[config.mk]
export PLATFORM = sky130hd
export DESIGN_NAME = mrsn_arith
export DESIGN_NICKNAME = d
export VERILOG_FILES = /design/src/rtl/core/mrsn_pkg.sv /design/src/rtl/core/mrsn_arith.sv
export VERILOG_INCLUDE_DIRS = /design/src /design/src/rtl/core
export SDC_FILE = /design/constraint.sdc
export NUM_CORES = 1
export LEC_CHECK = 0
export BUFFER_PORTS_ARGS = -buffer_cell sky130_fd_sc_hd__buf_2
export CORE_MARGIN = 10
export CORE_UTILIZATION = 45
export CTS_CLUSTER_DIAMETER = 40
export DETAILED_ROUTE_END_ITERATION = 10
export PLACE_DENSITY = 0.68
export SYNTH_ARGS = -nofsm -noshare
export SYNTH_HDL_FRONTEND = slang
export SYNTH_SLANG_ARGS = --single-unit
[constraint.sdc]
create_clock -name clock -period 12.1 [get_ports clock]
set_clock_uncertainty 0.2 [all_clocks]
set_input_delay 0.605 -clock clock [delete_from_list [all_inputs] [get_ports clock]]
set_output_delay 0.605 -clock clock [all_outputs]
set_load 0.01 [all_outputs]
[src/rtl/core/mesh_recenter_scale_normals_macros.svh]
// assertion macros shared by the rtl files
`ifndef MESH_RECENTER_SCALE_NORMALS_MACROS_SVH
`define MESH_RECENTER_SCALE_NORMALS_MACROS_SVH

`ifndef SYNTHESIS
`define MRSN_ASSERT_IMP(lbl, clk, rst, ante, cons) \
   lbl: assert property (@(posedge clk) disable iff (rst) (ante) |-> (cons)) \
      else $error("assertion failed");
`define MRSN_ASSERT_NXT(lbl, clk, rst, ante, cons) \
   lbl: assert property (@(posedge clk) disable iff (rst) (ante) |=> (cons)) \
      else $error("assertion failed");
`else
`define MRSN_ASSERT_IMP(lbl, clk, rst, ante, cons)
`define MRSN_ASSERT_NXT(lbl, clk, rst, ante, cons)
`endif

`endif

[src/rtl/core/mrsn_pkg.sv]
package mrsn_pkg;

   localparam int CMD_W       = 2;
   localparam int IDX_W       = 10;
   localparam int COORD_W     = 32;
   localparam int SUM_W       = 48;
   localparam int NRM_W       = 18;
   localparam int NUM_COORDS  = 9;
   localparam int NUM_AXES    = 3;
   localparam int DIV_NUM_W   = 52;
   localparam int DIV_DEN_W   = 35;
   localparam int ARITH_W     = 64;
   localparam int STEP_W      = 7;
   localparam int SQRT_STEPS  = 32;
   localparam int EDGE_W      = 31;
   localparam int REQ_TDATA_W = 304;
   localparam int RSP_TDATA_W = 344;

   typedef enum logic [CMD_W-1:0] {
      CMD_CLEAR = 2'd0,
      CMD_LOAD  = 2'd1,
      CMD_READ  = 2'd2
   } cmd_type;

   typedef struct packed {
      logic start;
      logic sqrt_mode;
   } arith_ctl_type;

   typedef struct packed {
      logic busy;
      logic done;
   } arith_sts_type;

   // saturate a rounded magnitude with its sign to signed 32 bits
   function automatic logic [COORD_W-1:0] sat32(input logic [DIV_NUM_W-1:0] q,
                                                input logic neg);
      logic [DIV_NUM_W-1:0] n;
      n = -q;
      if (neg) begin
         if (q > DIV_NUM_W'(64'h8000_0000)) return 32'h8000_0000;
         return n[COORD_W-1:0];
      end
      if (q > DIV_NUM_W'(64'h7FFF_FFFF)) return 32'h7FFF_FFFF;
      return q[COORD_W-1:0];
   endfunction

endpackage

[src/rtl/core/mrsn_arith.sv]
`include "mesh_recenter_scale_normals_macros.svh"

module mrsn_arith (
   input  logic                              clock,
   input  logic                              reset,
   input  mrsn_pkg::arith_ctl_type           ctl,
   input  logic [mrsn_pkg::ARITH_W-1:0]      opa,
   input  logic [mrsn_pkg::DIV_DEN_W-1:0]    opb,
   output mrsn_pkg::arith_sts_type           sts,
   output logic [mrsn_pkg::ARITH_W-1:0]      result
);

   localparam int W = mrsn_pkg::ARITH_W;
   localparam int NW = mrsn_pkg::DIV_NUM_W;
   localparam int SW = mrsn_pkg::STEP_W;

   logic          mode_ff, mode_in;
   logic          busy_ff, busy_in;
   logic          done_ff, done_in;
   logic [SW-1:0] cnt_ff, cnt_in;
   logic [W-1:0]  x_ff, x_in;
   logic [W-1:0]  y_ff, y_in;
   logic [W-1:0]  z_ff, z_in;

   logic [W-1:0] rem_sh, sub_a, sub_b;
   logic [W:0]   diff;
   logic         ge;

   // shared compare and subtract: remainder step or root trial
   always_comb begin
      rem_sh = {x_ff[W-2:0], y_ff[NW-1]};
      sub_a  = mode_ff ? x_ff : rem_sh;
      sub_b  = mode_ff ? (y_ff + z_ff) : z_ff;
      diff   = {1'b0, sub_a} - {1'b0, sub_b};
      ge     = !diff[W];
   end

   always_comb begin
      mode_in = mode_ff;
      busy_in = busy_ff;
      done_in = 1'b0;
      cnt_in  = cnt_ff;
      x_in    = x_ff;
      y_in    = y_ff;
      z_in    = z_ff;
      if (ctl.start) begin
         mode_in = ctl.sqrt_mode;
         busy_in = 1'b1;
         if (ctl.sqrt_mode) begin
            x_in   = opa;
            y_in   = '0;
            z_in   = W'(1) << (W - 2);
            cnt_in = SW'(mrsn_pkg::SQRT_STEPS);
         end else begin
            x_in   = '0;
            y_in   = W'(opa[NW-1:0]);
            z_in   = W'(opb);
            cnt_in = SW'(NW);
         end
      end else if (busy_ff) begin
         if (mode_ff) begin
            if (ge) begin
               x_in = diff[W-1:0];
               y_in = (y_ff >> 1) + z_ff;
            end else begin
               y_in = y_ff >> 1;
            end
            z_in = z_ff >> 2;
         end else begin
            x_in = ge ? diff[W-1:0] : rem_sh;
            y_in = {y_ff[W-2:0], ge};
         end
         cnt_in = cnt_ff - SW'(1);
         if (cnt_ff == SW'(1)) begin
            busy_in = 1'b0;
            done_in = 1'b1;
         end
      end
   end

   always_ff @(posedge clock) begin
      if (reset) begin
         mode_ff <= 1'b0;
         busy_ff <= 1'b0;
         done_ff <= 1'b0;
         cnt_ff  <= '0;
      end else begin
         mode_ff <= mode_in;
         busy_ff <= busy_in;
         done_ff <= done_in;
         cnt_ff  <= cnt_in;
      end
      x_ff <= x_in;
      y_ff <= y_in;
      z_ff <= z_in;
   end

   assign sts.busy = busy_ff;
   assign sts.done = done_ff;
   assign result   = mode_ff ? y_ff : W'(y_ff[NW-1:0]);

   `MRSN_ASSERT_IMP(a_start_when_free, clock, reset, ctl.start, !busy_ff)
   `MRSN_ASSERT_NXT(a_start_busy, clock, reset, ctl.start, busy_ff)
   `MRSN_ASSERT_NXT(a_last_step_done, clock, reset, busy_ff && (cnt_ff == SW'(1)), done_ff)
   `MRSN_ASSERT_IMP(a_done_not_busy, clock, reset, done_ff, !busy_ff)

endmodule

==> flow_metrics.tcl <==
set metrics [dict create \
    postRouteAntennaNets 0 \
    startpoint_type "flip-flop" \
    avgSynthCellArea_um2 8.20 \
    hold_viol 0 \
    first_iter_violations 1806 \
    htree_levels 4 \
    vias 19617 \
    area_growth_pct 6.11 \
    wire_per_inst_um 21.7 \
    yosysSeqAreaShare_pct 26.6 \
    min_path_type "in2reg" \
    post-place-cells 3105 \
    hold_end "z_ff[14]$_DFFE_PP_" \
    clockBufferDepth 2 \
    synth_edf_count 177 \
    maxCapViolCount 0 \
    cts_resized 0 \
    synth.distinct_cells 95 \
    worstPathArrival_ns 8.20 \
    setup_ws_ns 3.86 \
    grt_overflow 0 \
    synth_nets 2803 \
    fp-row-count 78 \
    final_cells 3137 \
    grt_first_pass_wirelength_um 107000 \
    critPathRequiredTime_ns 12.06 \
    place_congestion 0.969 \
    holdCritStartpoint "opb[14]" \
    synthCells 2532 \
    r2r-end "x_ff[35]$_DFFE_PP_" \
    fin_tns_setup_ns 0 \
    die_area_um2 55100 \
    yosysWarnings 0 \
    sequentialPowerShare_pct 22.6 \
    yosys_register_bits 187 \
    power_uw 4930 \
    rsz0062_at_grt "no" \
    nets 2795 \
    cts-root-buf "clkbuf_16" \
    setup_viol 0 \
    pwr-share-comb_pct 65.7 \
    r2r_cells 24 \
    crit_type "reg2reg" \
    fp.dieH_um 235 \
    ioPinCount 169 \
    io_buffers 168 \
    drive_above_1_share_pct 13.0 \
    post-route-period-util_pct 68.1 \
    cts_tree "built" \
    slew_viol_final 0 \
    grt_max_degree 103 \
    start_util_pct 45.7 \
    dp_slack_ns 4.04 \
    clock-sinks 187 \
    antenna_cells 0 \
    crit_chain "ha_1, inv_1, fa_1, nor2b_1, o2111ai_1, a21bo_2, a211oi_1, o2111ai_1, a21oi_1, a21oi_1, o21ai_1, a22oi_1, xnor2_1, mux2i_1, ha_1, nand2_1, nor2_1, and3_1, and3_1, and2_1, a31oi_4, o211a_4, a21oi_4, buf_4" \
    antenna_found_initial 0 \
    layout_commonest_cell "nand2_1" \
    crit_path_top_delay_cell "a21oi_4" \
    die_w_um 235 \
    critical_path.max_fanout 77 \
    period_needed_ns 8.24 \
    grt.total_usage_pct 23.7 \
    vdd_drop_max_v 0.000192 \
    hpwlAfterDp_um 51100 \
    cts_buffers 17 \
    ys_async_sr_fraction_pct 0 \
    swShare_pct 49.3 \
    timing.rr.start "z_ff[0]$_DFFE_PP_" \
    clockPowerShare_pct 11.7 \
    netSwitchingPower_uw 2430 \
    insertion_delay_ns 0.52 \
    synth-main-ff-cell "edfxtp_1" \
    cts_hold_buf 0 \
    critical_path.max_stage_delay_ns 0.98 \
    whs_path_depth 2 \
    grt_pass1_vias 18722 \
    worstSetupEndpointType "flip-flop" \
    status "completed" \
    slew_headroom_pct 24.8 \
    final_cell_mix "nand2_1, a21oi_1, o21ai_0" \
    core_area_um2 45500 \
    route.detailed.drc 0 \
    clk_pin_slew_worst_paths_ns 0.08 \
    synth_area_um2 20800 \
    first_pass_iters 7 \
    finalWirelength_um 68000 \
    r2r_setup_slack_ns 3.86 \
    fmax_mhz 121 \
    p_int_uw 2500 \
    p_leak_uw 0.00881 \
    post-cts-setup-buffer-count 0 \
    vias_per_cell 6.25 \
    worstMarginPinSlew_ns 1.13 \
    powerDensity_nw_per_um2 224 \
]
-- state kept, by name, summed over array words and instances (netlist names) --
name and flops:
cnt_ff 7, mode_ff 1, busy_ff 1, x_ff 64, z_ff 49, y_ff 64, done_ff 1
-- power by group through the flow --
stage / clock, uW / combinational, uW / sequential (uW)
floorplan: 0 / 2530 / 1050
global placement: 0 / 3140 / 1120
detailed placement: 0 / 3170 / 1120
CTS: 592 / 3190 / 1110
global route: 608 / 3580 / 1140
finish: 578 / 3240 / 1120
-- cells by family (layout without fill, tap and decap cells) --
group                      Yosys count  after routing  synth area share (%)
DFF                                187            187                  26.6
AOI/OAI and AO/OA                  890            890                  27.4
muxes                              115            115                  5.93
adders and majority gates          168            168                  10.2
buffers and inverters              268            273                  6.09
xor gates and xnor gates           178            178                  7.51
and+or+nand+nor                    726            726                  16.3
-- routing by layer --
layer	global-route usage, %	part of all wire, %	vias to the layer above
met1	32.3	46	9374
met3	3.99	6.2	102
li1	-	-	9366
met5	0	0	-
met4	7.70	2.4	0
met2	37.4	46	775
-- critical path, delay by kind of cell (launching register included) --
family / cells / cell delay, ns
XOR/XNOR: 1 / 0.18
multiplexers: 1 / 0.11
adder cells (fa/ha/maj): 3 / 1.03
AND/OR/NAND/NOR: 6 / 1.16
flip-flops: 1 / 0.39
buffers and inverters: 2 / 0.65
AO/OA/AOI/OAI: 11 / 4.13
-- metrics by stage --
step / cell area (um^2) / utilization (%) / hold WS, ns
finish: 22000 / 48.5 / 0.168
detailed placement: 21500 / 47.2 / 0.326
floorplan: 20800 / - / 0.293
global route: 22000 / 48.5 / 0.154
CTS: 22000 / 48.5 / 0.131
global placement: 21500 / 47.2 / 0.309
-- final cells by class --
| cell class | instances | area (um^2) |
|---|---|---|
| sequential | 187 | 5520 |
| clock inverter | 15 | 124 |
| clock buffer | 17 | 425 |
| multi-input combinational | 2077 | 14000 |
| tap | 600 | 751 |
| fill | 4519 | 23400 |
| timing repair buffer | 184 | 963 |
| inverter | 57 | 214 |
-- synthesized netlist by cell type, types with 34 or more instances --
cell type / n / area [um^2]
inv_1: 56 / 210
nand2_1: 277 / 1040
nand4_1: 52 / 325
a21oi_1: 256 / 1280
xnor2_1: 113 / 990
a22oi_1: 52 / 390
clkbuf_1: 119 / 447
a22o_1: 42 / 368
mux2i_1: 51 / 510
mux2_2: 64 / 721
buf_4: 59 / 443
nor2_1: 178 / 668
a21o_1: 67 / 503
a31oi_1: 40 / 250
ha_1: 165 / 2060
o21ai_0: 201 / 1010
o21bai_1: 37 / 278
xor2_1: 65 / 569
nor2b_1: 34 / 213
nand3_1: 43 / 215
edfxtp_1: 177 / 5320
-- worst max-delay path by stage --
| stage | start | endpoint | slack (ns) |
|---|---|---|---|
| CTS | y_ff[0]$_DFFE_PP_ | x_ff[54]$_DFFE_PP_ | 4.02 |
| global placement | y_ff[0]$_DFFE_PP_ | x_ff[32]$_DFFE_PP_ | 4.31 |
| finish | z_ff[0]$_DFFE_PP_ | x_ff[35]$_DFFE_PP_ | 3.86 |
| global route | y_ff[0]$_DFFE_PP_ | x_ff[37]$_DFFE_PP_ | 3.50 |
| floorplan | y_ff[1]$_DFFE_PP_ | x_ff[0]$_DFFE_PP_ | 3.43 |
| detailed placement | y_ff[0]$_DFFE_PP_ | x_ff[34]$_DFFE_PP_ | 4.04 |
No activity file was read; power rests on OpenSTA's default activity.
